==> src/hw/rtl/rbs_pkg.sv <==
package rbs_pkg;

    // fixed field widths
    localparam int COORD_W = 32;
    localparam int SIZE_W  = 31;
    localparam int EPS_W   = 17;
    // |bound - origin| in doubled units stays below 2^34
    localparam int DIFF_W  = 34;
    // |2*dir| is at most 2^32
    localparam int DEN_W   = 33;

    localparam logic [1:0] ST_MISS = 2'd0;
    localparam logic [1:0] ST_HIT  = 2'd1;
    localparam logic [1:0] ST_FREE = 2'd2;

    typedef struct packed {
        logic signed [COORD_W-1:0] origin_x;
        logic signed [COORD_W-1:0] origin_y;
        logic signed [COORD_W-1:0] origin_z;
        logic signed [COORD_W-1:0] dir_x;
        logic signed [COORD_W-1:0] dir_y;
        logic signed [COORD_W-1:0] dir_z;
        logic signed [COORD_W-1:0] box_center_x;
        logic signed [COORD_W-1:0] box_center_y;
        logic signed [COORD_W-1:0] box_center_z;
        logic        [SIZE_W-1:0]  box_size_x;
        logic        [SIZE_W-1:0]  box_size_y;
        logic        [SIZE_W-1:0]  box_size_z;
    } t_ray_in;

    typedef struct packed {
        logic        [1:0]         status;
        logic signed [COORD_W-1:0] entry_time;
    } t_ray_out;

    // per-axis flags that ride alongside the divider
    typedef struct packed {
        logic flat;     // direction counts as zero
        logic outside;  // origin outside slab
        logic lo_neg;   // sign of low-bound quotient
        logic hi_neg;   // sign of high-bound quotient
    } t_axis_ctl;

    typedef struct packed {
        t_axis_ctl          ctl;
        logic [DIFF_W-1:0]  lo_mag;
        logic [DIFF_W-1:0]  hi_mag;
        logic [DEN_W-1:0]   den_mag;
    } t_axis_prep;

endpackage

==> src/hw/rtl/rbs_merge.sv <==
module rbs_merge
    import rbs_pkg::*;
#(
    parameter int TW = 50
) (
    input  logic                       i_clk,
    input  logic                       i_rst_n,
    input  logic                       i_valid,
    input  t_axis_ctl [2:0]            i_ctl,
    input  logic signed [TW-1:0]       i_t_lo [3],
    input  logic signed [TW-1:0]       i_t_hi [3],
    output logic                       o_strobe,
    output t_ray_out                   o_result
);

    localparam logic signed [TW-1:0] T_MAX = {{(TW-31){1'b0}}, {31{1'b1}}};
    localparam logic signed [TW-1:0] T_MIN = {{(TW-31){1'b1}}, 31'b0};

    // stage 1: order slab times per axis
    logic                      r1_valid;
    logic [2:0]                r1_flat;
    logic                      r1_out;
    logic signed [TW-1:0]      r1_tmin [3];
    logic signed [TW-1:0]      r1_tmax [3];

    // stage 2: running entry max / exit min
    logic                      r2_valid;
    logic                      r2_out;
    logic                      r2_con;
    logic signed [TW-1:0]      r2_enter;
    logic signed [TW-1:0]      r2_exit;
    logic                      n2_con;
    logic signed [TW-1:0]      n2_enter;
    logic signed [TW-1:0]      n2_exit;

    logic                      r3_valid;
    t_ray_out                  r3_result;
    t_ray_out                  n3_result;

    always_comb begin
        n2_con   = 1'b0;
        n2_enter = '0;
        n2_exit  = '0;
        for (int a = 0; a < 3; a++) begin
            if (!r1_flat[a]) begin
                if (!n2_con) begin
                    n2_enter = r1_tmin[a];
                    n2_exit  = r1_tmax[a];
                end else begin
                    if (r1_tmin[a] > n2_enter) n2_enter = r1_tmin[a];
                    if (r1_tmax[a] < n2_exit)  n2_exit  = r1_tmax[a];
                end
                n2_con = 1'b1;
            end
        end
    end

    always_comb begin
        n3_result.status     = ST_HIT;
        n3_result.entry_time = r2_enter[COORD_W-1:0];
        if (r2_out || (r2_con && (r2_enter > r2_exit))) begin
            n3_result.status     = ST_MISS;
            n3_result.entry_time = '0;
        end else if (!r2_con) begin
            n3_result.status     = ST_FREE;
            n3_result.entry_time = T_MIN[COORD_W-1:0];
        end else if (r2_enter > T_MAX) begin
            n3_result.entry_time = T_MAX[COORD_W-1:0];
        end else if (r2_enter < T_MIN) begin
            n3_result.entry_time = T_MIN[COORD_W-1:0];
        end
    end

    always_ff @(posedge i_clk) begin
        if (!i_rst_n) begin
            r1_valid <= 1'b0;
            r2_valid <= 1'b0;
            r3_valid <= 1'b0;
        end else begin
            r1_valid <= i_valid;
            r2_valid <= r1_valid;
            r3_valid <= r2_valid;
        end
        for (int a = 0; a < 3; a++) begin
            r1_flat[a] <= i_ctl[a].flat;
            r1_tmin[a] <= (i_t_lo[a] > i_t_hi[a]) ? i_t_hi[a] : i_t_lo[a];
            r1_tmax[a] <= (i_t_lo[a] > i_t_hi[a]) ? i_t_lo[a] : i_t_hi[a];
        end
        r1_out    <= (i_ctl[0].flat && i_ctl[0].outside)
                  || (i_ctl[1].flat && i_ctl[1].outside)
                  || (i_ctl[2].flat && i_ctl[2].outside);
        r2_out    <= r1_out;
        r2_con    <= n2_con;
        r2_enter  <= n2_enter;
        r2_exit   <= n2_exit;
        r3_result <= n3_result;
    end

    assign o_strobe = r3_valid;
    assign o_result = r3_result;

endmodule

==> config.mk <==
export PLATFORM = sky130hd
export DESIGN_NAME = rbs_merge
export DESIGN_NICKNAME = d
export VERILOG_FILES = /design/src/hw/rtl/rbs_pkg.sv /design/src/hw/rtl/rbs_merge.sv
export SDC_FILE = /design/constraint.sdc
export NUM_CORES = 1
export LEC_CHECK = 0
export BUFFER_PORTS_ARGS = -buffer_cell sky130_fd_sc_hd__buf_2
export CAP_MARGIN = 15
export CELL_PAD_IN_SITES_DETAIL_PLACEMENT = 1
export CELL_PAD_IN_SITES_GLOBAL_PLACEMENT = 2
export CORE_UTILIZATION = 33
export DETAILED_ROUTE_END_ITERATION = 6
export PLACE_DENSITY = 0.87
export SLEW_MARGIN = 10
export SYNTH_ARGS = -nofsm -noshare
export SYNTH_HDL_FRONTEND = slang
export SYNTH_SLANG_ARGS = --single-unit
export TNS_END_PERCENT = 5
==> constraint.sdc <==
create_clock -name i_clk -period 6.1 [get_ports i_clk]
set_input_delay 1.22 -clock i_clk [delete_from_list [all_inputs] [get_ports i_clk]]
set_output_delay 1.22 -clock i_clk [all_outputs]
set_load 0.02 [all_outputs]
==> impl_metrics.csv <==
group,metric,value,unit
synthesis,synth-seq-area-share,35.0,%
global_route,grt_pass1_wl,140000,um
hold_path,hp-start,"r1_out",
timing,final_max_slew_viol_count,0,
critical_path,crit_fanout,12,
timing,fmax,0.157,GHz
critical_path,cp.required,6630,ps
power_and_ir_drop,combPwrFrac,38.7,%
critical_path,r2r-start,"r1_flat[0]",
layout,syn_to_final_growth,34.8,%
critical_path,cp.arrival,6900,ps
power_and_ir_drop,max-vdd-ir-drop,207,uV
run_status,status,"finished with violations",
clock_tree,htree_levels,2,
global_route,grt_pass1_vias,23519,
clock_tree,clkLatencyLatePin,620,ps
critical_path,worstSetupEndpointType,"register",
critical_path,regToRegSetupSlack,-270,ps
layout,layout.nets,3945,
layout,layout_commonest_cell,"dfxtp_1",
critical_path,critPathKind,"register to register",
clock_tree,root_buffer,"clkbuf_16",
critical_path,r2r_cells,30,
timing,finalCriticalPeriod,6370,ps
hold_path,holdCritPathClass,"register to register",
synthesis,synthArstFlopShare,0,%
power_and_ir_drop,p_total,11.9,mW
synthesis,ys_warn_count,0,
placement,gp_congestion,0.867,
placement,dpl.hpwl,72700,um
placement,pre_cts_ws,-1210,ps
routing,dr.pass1.iters,5,
critical_path,reg2reg_to,"r2_exit[38]",
synthesis,synth_edf_count,0,
routing,detail-route-antenna-nets,0,
synthesis,synth_seq_cells,443,
clock_tree,cts_sinks,443,
synthesis,synthesis.area,25400,um2
run_status,violations,"negative setup slack",
routing,vias_per_cell,5.18,
layout,fill_cells,8533,
routing,detail_route.wl_per_cell,22.7,um
global_route,grt_util_all_layers,23.7,%
power_and_ir_drop,switching_share,35.1,%
power_and_ir_drop,intPower,7.71,mW
floorplan,initial_core_util,33.4,%
placement,portBuffers,343,
synthesis,synthCells,2610,
clock_tree,ctsHoldBuffers,0,
run,cap_violations,0,
floorplan,die_h,279,um
synthesis,synth_cell_types,63,
synthesis,ys.flop_type,"dfxtp_1",
timing,hold_viol_final,0,
critical_path,startpoint_type,"register",
timing,max-slew-margin-rel,42.3,%
synthesis,syn_avg_cell_area,9.71,um2
global_route,overflow,0,
critical_path,crit_path_max_incr_delay,440,ps
critical_path,crit_top_cell,"buf_4",
floorplan,coreArea,75900,um2
floorplan,pin_count,350,
global_route,antenna_found_initial,19,
clock_tree,numCtsBuffers,52,
critical_path,cp-startpoint,"r1_flat[0]",
power_and_ir_drop,p_leak,16.5,nW
floorplan,die_w,279,um
routing,routed_wl,97700,um
routing,drc,0,
layout,layout-drive-gt1-share,37.6,%
routing,via_count,22356,
floorplan,fp-row-count,101,
timing,setup_slack,-271,ps
synthesis,synth_nets,3322,
power_and_ir_drop,pwr-share-seq,32.8,%
global_route,grt_max_degree,101,
routing,dr.first_iter.drc_count,918,
timing,rsz0062_at_grt,"yes",
timing,post-route-period-util,104,%
critical_path,crit_slowest_cell,"dfxtp_4",
critical_path,worstSetupEndpoint,"r2_exit[38]",
timing,final.setup_skew,21.8,ps
power_and_ir_drop,power_frac_clock,28.5,%
clock_tree,cts_tree,"yes",
layout,mostFrequentLayoutCells,"dfxtp_1, ha_1, buf_2, inv_1, mux2_2",
power_and_ir_drop,powerDensity,348,nW/um2
clock_tree,cts.reportedPaths.clkPinSlew,60,ps
timing,tightest_slew,858,ps
clock_tree,clockBufferDepth,3,
timing,setup_viol,100,
floorplan,die_area,77900,um2
power_and_ir_drop,p_sw,4.17,mW
==> critical path, delay by kind of cell (launching register included) <==
| family | cells | cell delay, ps |
|---|---|---|
| adder cells (fa/ha/maj) | 2 | 550 |
| buffers and inverters | 9 | 1310 |
| AO/OA/AOI/OAI | 11 | 2260 |
| flip-flops | 1 | 440 |
| AND/OR/NAND/NOR | 5 | 830 |
| multiplexers | 3 | 890 |
==> repair_timing <==
action                     CTS  global route
gates resized for setup    152           116
pin swaps                   51            58
setup endpoints to repair  100           100
gates cloned                10             3
buffers inserted            37            17
==> flip-flops by register name (all words and copies together) (netlist names) <==
| name | flops |
|---|---|
| r1_valid | 1 |
| r2_con | 1 |
| o_strobe | 1 |
| r2_valid | 1 |
| r1_tmax | 150 |
| r2_enter | 50 |
| r2_out | 1 |
| r1_out | 1 |
| r1_flat | 3 |
| r2_exit | 50 |
| o_result | 34 |
| r1_tmin | 150 |
==> stage by stage <==
step	util, %	cells	setup TNS, ps	hold slack (ps)	instance area [um2]
finish	45.0	4314	-19120	329	34200
global route	45.0	4314	-35680	346	34200
CTS	43.9	4288	-7450	332	33400
detailed placement	39.7	4145	-92660	317	30200
global placement	39.7	4145	-77860	318	30200
floorplan	-	2610	0	310	25400
==> final cells by class <==
class                           instances  area [um2]  area share, %
Multi-Input combinational cell       1757       16200           47.4
Inverter                              321        1220           3.56
Clock buffer                           65        1450           4.25
Antenna cell                            9        22.5         0.0659
Clock inverter                         31         407           1.19
Timing Repair inverter                  1        16.3         0.0476
Tap cell                             1030        1290           3.77
Timing Repair Buffer                  657        4700           13.8
Sequential cell                       443        8870           26.0
==> metal layers <==
metal	wire [um]	vias up	global-route usage [%]
met5	110	-	0
met4	4510	16	9.02
met3	4290	216	3.30
met2	48700	587	42.8
met1	40100	10981	28.2
li1	-	10556	-
==> power by group through the flow <==
stage          logic (mW)  clock network [mW]  registers (mW)
2_1_floorplan        2.22                   0            3.84
3_3_place_gp         3.79                   0            3.90
3_5_place_dp         3.92                   0            3.90
4_1_cts              4.34                3.44            3.86
5_1_grt              4.98                3.56            3.93
6_report             4.60                3.39            3.89
==> worst min path at each step <==
stage          endpoint  depth (start not counted)
5_1_grt          r2_out                          0
6_report         r2_out                          0
4_1_cts          r2_out                          0
3_3_place_gp     r2_out                          0
3_5_place_dp     r2_out                          0
2_1_floorplan    r2_out                          0
==> Yosys cell counts (24+ instances only) <==
library cell,instances,area (um2)
dfxtp_1,443,8870
ha_1,397,4970
inv_1,320,1200
mux2_2,302,3400
a21oi_1,174,871
nand2_1,173,649
a21o_1,128,961
mux2i_1,100,1000
nand4_1,84,526
nor2_1,78,293
clkbuf_1,62,233
o21ai_0,55,275
a32oi_1,50,438
nor2b_1,25,156
nand3_1,24,120
==> logic make-up (layout without fill, tap and decap cells) <==
logic type,Yosys count,after routing,share of synthesized area [%]
and+or+nand+nor,460,461,8.76
adders and majority gates,397,397,19.6
AOI/OAI and AO/OA,495,495,12.9
muxes,404,404,17.5
DFF,443,443,35.0
other,0,9,0
buffers and inverters,411,1075,6.35
Power figures use the tool's default switching activity.
