$ cat config.mk
export PLATFORM = sky130hd
export DESIGN_NAME = rbs_prep
export DESIGN_NICKNAME = d
export VERILOG_FILES = /design/src/hw/rtl/rbs_pkg.sv /design/src/hw/rtl/rbs_prep.sv
export SDC_FILE = /design/constraint.sdc
export NUM_CORES = 1
export LEC_CHECK = 0
export ABC_AREA = 1
export BUFFER_PORTS_ARGS = -buffer_cell sky130_fd_sc_hd__buf_2
export CAP_MARGIN = 20
export CORE_ASPECT_RATIO = 1.1
export CORE_MARGIN = 1
export CORE_UTILIZATION = 40
export CTS_BUF_LIST = sky130_fd_sc_hd__clkbuf_16
export DETAILED_ROUTE_END_ITERATION = 8
export HOLD_SLACK_MARGIN = 0.15
export PLACE_DENSITY_LB_ADDON = 0.15
export SLEW_MARGIN = 30
export SYNTH_ARGS = -nofsm -noshare
export SYNTH_HDL_FRONTEND = slang
export SYNTH_SLANG_ARGS = --single-unit
$ cat constraint.sdc
create_clock -name i_clk -period 5.9 [get_ports i_clk]
set_input_delay 0.59 -clock i_clk [delete_from_list [all_inputs] [get_ports i_clk]]
set_output_delay 0.59 -clock i_clk [all_outputs]
set_load 0.01 [all_outputs]
$ cat src/hw/rtl/rbs_pkg.sv
package rbs_pkg;

    // fixed field widths
    localparam int COORD_W = 32;
    localparam int SIZE_W  = 31;
    localparam int EPS_W   = 17;
    // |bound - origin| in doubled units stays below 2^34
    localparam int DIFF_W  = 34;
    // |2*dir| is at most 2^32
    localparam int DEN_W   = 33;

    localparam logic [1:0] ST_MISS = 2'd0;
    localparam logic [1:0] ST_HIT  = 2'd1;
    localparam logic [1:0] ST_FREE = 2'd2;

    typedef struct packed {
        logic signed [COORD_W-1:0] origin_x;
        logic signed [COORD_W-1:0] origin_y;
        logic signed [COORD_W-1:0] origin_z;
        logic signed [COORD_W-1:0] dir_x;
        logic signed [COORD_W-1:0] dir_y;
        logic signed [COORD_W-1:0] dir_z;
        logic signed [COORD_W-1:0] box_center_x;
        logic signed [COORD_W-1:0] box_center_y;
        logic signed [COORD_W-1:0] box_center_z;
        logic        [SIZE_W-1:0]  box_size_x;
        logic        [SIZE_W-1:0]  box_size_y;
        logic        [SIZE_W-1:0]  box_size_z;
    } t_ray_in;

    typedef struct packed {
        logic        [1:0]         status;
        logic signed [COORD_W-1:0] entry_time;
    } t_ray_out;

    // per-axis flags that ride alongside the divider
    typedef struct packed {
        logic flat;     // direction counts as zero
        logic outside;  // origin outside slab
        logic lo_neg;   // sign of low-bound quotient
        logic hi_neg;   // sign of high-bound quotient
    } t_axis_ctl;

    typedef struct packed {
        t_axis_ctl          ctl;
        logic [DIFF_W-1:0]  lo_mag;
        logic [DIFF_W-1:0]  hi_mag;
        logic [DEN_W-1:0]   den_mag;
    } t_axis_prep;

endpackage

$ cat src/hw/rtl/rbs_prep.sv
module rbs_prep
    import rbs_pkg::*;
(
    input  logic                  i_clk,
    input  logic                  i_rst_n,
    input  logic                  i_valid,
    input  t_ray_in               i_item,
    input  logic [EPS_W-1:0]      i_eps,
    output logic                  o_valid,
    output t_axis_prep [2:0]      o_prep
);

    logic              r_valid;
    t_axis_prep [2:0]  r_prep;
    t_axis_prep [2:0]  n_prep;

    function automatic t_axis_prep prep_axis(
        input logic signed [COORD_W-1:0] o,
        input logic signed [COORD_W-1:0] d,
        input logic signed [COORD_W-1:0] c,
        input logic        [SIZE_W-1:0]  s,
        input logic        [EPS_W-1:0]   eps
    );
        logic signed [DIFF_W:0] o2;
        logic signed [DIFF_W:0] lo;
        logic signed [DIFF_W:0] hi;
        logic signed [DIFF_W:0] dl;
        logic signed [DIFF_W:0] dh;
        logic        [COORD_W-1:0] absd;
        t_axis_prep  p;
        o2   = (DIFF_W+1)'(o) <<< 1;
        lo   = ((DIFF_W+1)'(c) <<< 1) - $signed({4'b0, s});
        hi   = ((DIFF_W+1)'(c) <<< 1) + $signed({4'b0, s});
        dl   = lo - o2;
        dh   = hi - o2;
        absd = d[COORD_W-1] ? COORD_W'(-d) : COORD_W'(d);
        p.ctl.flat    = (d == '0) || (absd < {{(COORD_W-EPS_W){1'b0}}, eps});
        p.ctl.outside = (o2 < lo) || (o2 > hi);
        p.ctl.lo_neg  = dl[DIFF_W] ^ d[COORD_W-1];
        p.ctl.hi_neg  = dh[DIFF_W] ^ d[COORD_W-1];
        p.lo_mag      = dl[DIFF_W] ? DIFF_W'(-dl) : dl[DIFF_W-1:0];
        p.hi_mag      = dh[DIFF_W] ? DIFF_W'(-dh) : dh[DIFF_W-1:0];
        p.den_mag     = {absd, 1'b0};
        return p;
    endfunction

    always_comb begin
        n_prep[0] = prep_axis(i_item.origin_x, i_item.dir_x, i_item.box_center_x,
                              i_item.box_size_x, i_eps);
        n_prep[1] = prep_axis(i_item.origin_y, i_item.dir_y, i_item.box_center_y,
                              i_item.box_size_y, i_eps);
        n_prep[2] = prep_axis(i_item.origin_z, i_item.dir_z, i_item.box_center_z,
                              i_item.box_size_z, i_eps);
    end

    always_ff @(posedge i_clk) begin
        if (!i_rst_n) begin
            r_valid <= 1'b0;
        end else begin
            r_valid <= i_valid;
        end
        r_prep <= n_prep;
    end

    assign o_valid = r_valid;
    assign o_prep  = r_prep;

endmodule

==> results.sh, run 1 <==
export IMPL_coreArea_mm2=0.1060
export IMPL_period_needed_ns=5.364
export IMPL_postRouteAntennaNets=0
export IMPL_die_w_um=314.5
export IMPL_finalSetupTns_ns=0
export IMPL_totalWireLength_mm=179.2
export IMPL_h_tree_depth=2
export IMPL_async_flop_share=0
export IMPL_ys_types=58
export IMPL_slew_violations=0
export IMPL_dr_pass1_iters=6
export IMPL_total_leakage_power_nw=29.10
export IMPL_cts_setup_buffers=0
export IMPL_cp_arrival_ns=5.85
export IMPL_grt_pass1_vias=45430
export IMPL_synth_area_mm2=0.04296
export IMPL_ys_ff_latch=310
export IMPL_final_nets=9157
export IMPL_hold_viol_final=0
export IMPL_cts_tree="built"
export IMPL_grt_pass1_wl_mm=266.9
export IMPL_register_area_mm2=0.006206
export IMPL_grt_max_degree=31
export IMPL_synth_cells=7626
export IMPL_grt_usage=0.3173
export IMPL_port_buffers=713
export IMPL_io_pins=717
export IMPL_crit_path_max_fanout=8
export IMPL_drt_iter0_markers=3288
export IMPL_hold_start="i_item[278]"
export IMPL_synth_edf_count=0
export IMPL_gp_congestion=1.015
export IMPL_synth_ff_type="dfxtp_1"
export IMPL_drive_gt1_frac=0.1128
export IMPL_finalCoreUtilization=0.4653
export IMPL_vias=48600
export IMPL_rsz0062_at_grt="false"
export IMPL_startpoint_type="input port"
export IMPL_overflow=0
export IMPL_drc_errors=0
export IMPL_route_detailed_wl_per_inst_um=18.41
export IMPL_period_share=0.9091
export IMPL_placement_cell_area_mm2=0.04797
export IMPL_syn_to_final_growth_pct=14.85
export IMPL_hpwlAfterDp_mm=159.5
export IMPL_powerDensity_mw_per_mm2=325.3
export IMPL_cts_root_buffer_cell="clkbuf_16"
export IMPL_setup_ws_ns=0.5362
export IMPL_cts_resized=0
export IMPL_post_route_cell_area_mm2=0.04934
export IMPL_outcome="completed"
export IMPL_place_ws_ns=0.3408
export IMPL_clock_path_buffers=3
export IMPL_nFillCells=12000
export IMPL_dieArea_mm2=0.1087
export IMPL_rows=125
export IMPL_ir_drop_uv=238.8
export IMPL_yosysSeqAreaShare=0.1444
export IMPL_multi_input_area_mm2=0.03050
export IMPL_worstPathRequired_ns=6.38
export IMPL_maxCapViolCount=0
export IMPL_clock_fmax_mhz=186.4
export IMPL_crit_type="input port to register"
export IMPL_clk_pin_slew_ns=0.07
export IMPL_worst_pin_slew_ns=0.7553
export IMPL_start_util=0.4052
export IMPL_yosysWarnings=0
export IMPL_cts_hold_buf=8
export IMPL_worstHoldPathType="input port to register"
export IMPL_clock_sinks=310
export IMPL_via_per_inst=4.992
export IMPL_antenna_found_initial=12
export IMPL_synth_area_per_cell_um2=5.634
export IMPL_cp_startpoint="i_item[62]"
export IMPL_report_final_setup_viol=0
export IMPL_relSlewSlack=0.4918
export IMPL_die_h_um=345.7
export IMPL_setup_worst_path_end_class="register"
export IMPL_cts_made_buffers=39
## per-stage QoR
stage / hold slack [ns] / cells / power, mW
3_5_place_dp: 0.7276 / 9651 / 13.56
3_3_place_gp: 0.7338 / 9651 / 13.52
4_1_cts: 0.1688 / 9729 / 16.06
5_1_grt: 0.1915 / 9733 / 17.42
6_report: 0.2102 / 9736 / 16.05
2_1_floorplan: 0.6177 / 7628 / 9.915
## final timing paths
| check | depth (start not counted) | slack (ns) | end |
|---|---|---|---|
| worst min-delay path | 2 | 0.21 | o_prep[26] |
| worst max-delay path | 26 | 0.54 | o_prep[94] |
## state kept, by name, summed over array words and instances, names as in the netlist
signal	cells
o_valid	1
o_prep	309
## critical path, cell delays in order
cell and delay (ns):
dlygate4sd3_1 0.61, buf_2 0.18, inv_1 0.10, fa_1 0.41, nand2_1 0.17, o21ai_1 0.11, a21oi_1 0.36, o21ai_1 0.15
buf_4 0.17, a21boi_1 0.32, o21ai_1 0.15, nand2_1 0.08, nand2_1 0.05, xor2_1 0.16, ha_1 0.39, nand2_1 0.14
nor4_1 0.48, nand3_1 0.16, nand3_1 0.10, nand2_1 0.11, inv_1 0.29, a21oi_1 0.12, nor2_4 0.21, nand3_1 0.09
nand2_1 0.08, inv_1 0.04
## cells by family after synthesis
group | synth area share
other | 0.00008728
flip-flops | 0.1444
adder cells (fa/ha/maj) | 0.1340
AND/OR/NAND/NOR | 0.3907
AO/OA/AOI/OAI | 0.1002
XOR/XNOR | 0.08460
buffers and inverters | 0.1459
## cells in the final DEF (no fill, tap or decap), types with 192 or more instances in the layout
master | Yosys | routed
xor2_1 | 358 | 358
buf_2 | 18 | 713
inv_1 | 1524 | 1525
nor2_1 | 808 | 808
o21ai_0 | 192 | 192
nand3_1 | 429 | 429
nand2_1 | 2351 | 2351
ha_1 | 441 | 441
a21oi_1 | 408 | 408
dfxtp_1 | 310 | 310
## metal layers
metal,up-vias,global-route usage,wire length [µm]
met2,1467,0.5341,81950
li1,24940,-,-
met1,21910,0.4106,80160
met4,2,0.1228,7225
met3,281,0.03550,9885
met5,-,0,13
## layout make-up
class | instances | share of cell area
multi-input combinational | 5670 | 0.6180
clock buffer | 39 | 0.01978
clock inverter | 31 | 0.005984
timing repair buffer | 740 | 0.07734
inverter | 1542 | 0.1173
antenna | 7 | 0.0003550
sequential | 310 | 0.1258
tap | 1397 | 0.03542
## cells in the mapped netlist, drive strengths merged, types with 7 or more instances
cell type  number  area, µm²
a21boi         14      105.1
a21o           20      150.1
a21oi         412       2085
a221oi         10      87.58
a31oi          21      131.4
and2           22      137.6
and3            7      43.79
buf            34      210.2
clkbuf         72      271.5
dfxtp         310       6206
fa             12      240.2
ha            441       5518
inv          1540       5781
nand2        2408       9191
nand3         440       2257
nand3b         58      435.4
nand4         125      782.0
nor2          848       3313
nor3           84      425.4
nor4           21      131.4
o211ai         17      127.6
o21a           13      97.59
o21ai         217       1109
o21bai         19      142.6
o221ai          7      61.31
o31ai          11      82.58
xnor2          57      499.2
xor2          358       3136
## power by group
part	switching (mW)	leakage, nW	internal, mW
Combinational	7.00	25.9	3.32
Sequential	0.383	2.61	2.92
Clock	1.09	0.618	1.33
Total	8.48	29.1	7.57
No activity file was read; power rests on OpenSTA's default activity.
==> inputs of run 2 (changes only) <==
--- a/config.mk
+++ b/config.mk
@@ -14,7 +14,7 @@
 export CTS_BUF_LIST = sky130_fd_sc_hd__clkbuf_16
 export DETAILED_ROUTE_END_ITERATION = 8
 export HOLD_SLACK_MARGIN = 0.15
-export PLACE_DENSITY_LB_ADDON = 0.15
+export PLACE_DENSITY = 0.63
 export SLEW_MARGIN = 30
 export SYNTH_ARGS = -nofsm -noshare
 export SYNTH_HDL_FRONTEND = slang
==> run 2 against run 1 <==
Via count is 0.50% higher. Maximum frequency rose by 5.3%. Routed wire length fell by 2.6%. Global-route usage fell by 0.91 points. Final cell count hardly changed. Critical path depth grew 4. Clock power rose by 11%.
==> results.sh, run 2 (synthesis gave the netlist of run 1 again) <==
export IMPL_io_pins=717
export IMPL_drc_errors=0
export IMPL_start_util=0.4052
export IMPL_grt_pass1_wl_mm=260.9
export IMPL_worstHoldPathType="input port to register"
export IMPL_drive_gt1_frac=0.1125
export IMPL_grt_usage=0.3083
export IMPL_vias=48840
export IMPL_p_int_mw=7.783
export IMPL_nFillCells=11780
export IMPL_most_common_layout_cells="nand2_1, inv_1, nor2_1"
export IMPL_cts_tree="built"
export IMPL_clock_sinks=310
export IMPL_outcome="completed"
export IMPL_coreArea_mm2=0.1060
export IMPL_grt_pass1_vias=45310
export IMPL_period_needed_ns=5.092
export IMPL_route_detailed_wl_per_inst_um=17.93
export IMPL_dp_cells=9645
export IMPL_powerDensity_mw_per_mm2=328.3
export IMPL_sw_frac_of_total=0.5204
export IMPL_port_buffers=713
export IMPL_dr_pass1_iters=8
export IMPL_gp_congestion=1.044
export IMPL_power_frac_clock=0.166
export IMPL_overflow=0
export IMPL_drt_iter0_markers=4097
export IMPL_relSlewSlack=0.5281
export IMPL_cts_resized=0
export IMPL_setup_worst_path_end_class="register"
export IMPL_cts_setup_buffers=0
export IMPL_clock_path_buffers=3
export IMPL_syn_to_final_growth_pct=15.05
export IMPL_rsz0062_at_grt="false"
export IMPL_report_final_setup_viol=0
export IMPL_mostFrequentLayoutCell="nand2_1"
export IMPL_rows=125
export IMPL_power_switching_mw=8.444
export IMPL_finalNonFillerCells=9734
export IMPL_grt_max_degree=31
export IMPL_die_w_um=314.5
export IMPL_final_nets=9152
export IMPL_hpwlAfterDp_mm=153.9
export IMPL_slew_violations=0
export IMPL_clock_fmax_mhz=196.4
export IMPL_largest_reg_flops=309
export IMPL_die_h_um=345.7
export IMPL_hold_viol_final=0
export IMPL_via_per_inst=5.018
export IMPL_combPwrFrac=0.631
export IMPL_dieArea_mm2=0.1087
export IMPL_worstPathRequired_ns=6.41
export IMPL_totalWireLength_mm=174.6
export IMPL_clk_pin_slew_ns=0.06
export IMPL_hold_start="i_item[283]"
export IMPL_cp_startpoint="i_item[33]"
export IMPL_cts_root_buffer_cell="clkbuf_16"
export IMPL_cp_arrival_ns=5.60
export IMPL_startpoint_type="input port"
export IMPL_cts_made_buffers=41
export IMPL_finalSetupTns_ns=0
export IMPL_maxCapViolCount=0
export IMPL_slowest_stage="a21oi_1"
export IMPL_antenna_found_initial=14
export IMPL_period_share=0.8630
export IMPL_h_tree_depth=2
export IMPL_crit_type="input port to register"
export IMPL_postRouteAntennaNets=0
export IMPL_crit_path_max_fanout=12
export IMPL_ir_drop_uv=289.3
export IMPL_worst_pin_slew_ns=0.7014
export IMPL_max_stage_delay_ns=0.50
export IMPL_total_leakage_power_nw=29.13
export IMPL_pwr_share_seq=0.204
export IMPL_whs_path_depth=2
export IMPL_crit_top_cell="nand2_1"
[run 2: power groups by stage]
stage                     Combinational [mW]  Sequential (mW)  Clock [mW]
after floorplan                         6.33             3.58           0
after global placement                  10.0             3.34           0
after detailed placement                10.1             3.33           0
after CTS                               10.1             3.30        2.77
after global routing                    11.3             3.36        2.85
final                                   10.2             3.30        2.69
[run 2: critical path: cells and delay by family]
family | cells | cell delay (ns)
compound gates | 10 | 2.34
fa+ha+maj | 2 | 0.72
simple gates | 10 | 0.91
xor+xnor | 1 | 0.14
buf+inv | 7 | 0.88
[run 2: path summary, 6_finish.rpt]
path | to | slack (ns)
worst max-delay path | o_prep[196] | 0.81
worst min-delay path | o_prep[32] | 0.22
[run 2: cell type report]
cell class | instances | area, µm² | area share
Inverter | 1542 | 5788 | 0.1171
Antenna cell | 6 | 15.01 | 0.0003038
Multi-Input combinational cell | 5670 | 30500 | 0.6169
Sequential cell | 310 | 6206 | 0.1256
Clock inverter | 35 | 415.4 | 0.008404
Tap cell | 1397 | 1748 | 0.03536
Clock buffer | 41 | 1026 | 0.02076
Timing Repair Buffer | 733 | 3736 | 0.07558
[run 2: repair_timing]
action / 4_1_cts / 5_1_grt
hold buffers: 7 / 0
hold endpoints to repair: 6 / 0
endpoints found under the setup margin: 0 / 0
[run 2: through the flow]
stage	total power [mW]	worst slack, ns	util	area, µm²	hold WS [ns]
final	16.23	0.8081	0.4661	49430	0.2170
after global routing	17.55	0.3803	0.4661	49430	0.1784
after CTS	16.21	0.9386	0.4660	49410	0.1586
after detailed placement	13.41	0.4168	0.4518	47900	0.7202
after global placement	13.37	0.4392	0.4518	47900	0.7147
after floorplan	9.915	1.467	-	42970	0.6177
[run 2: layer usage]
metal,vias up,track usage,share of wire
met1,21830,0.3956,0.44
met2,1770,0.5093,0.45
met3,307,0.04444,0.068
met4,8,0.1325,0.046
met5,-,0,0.00023
li1,24930,-,-
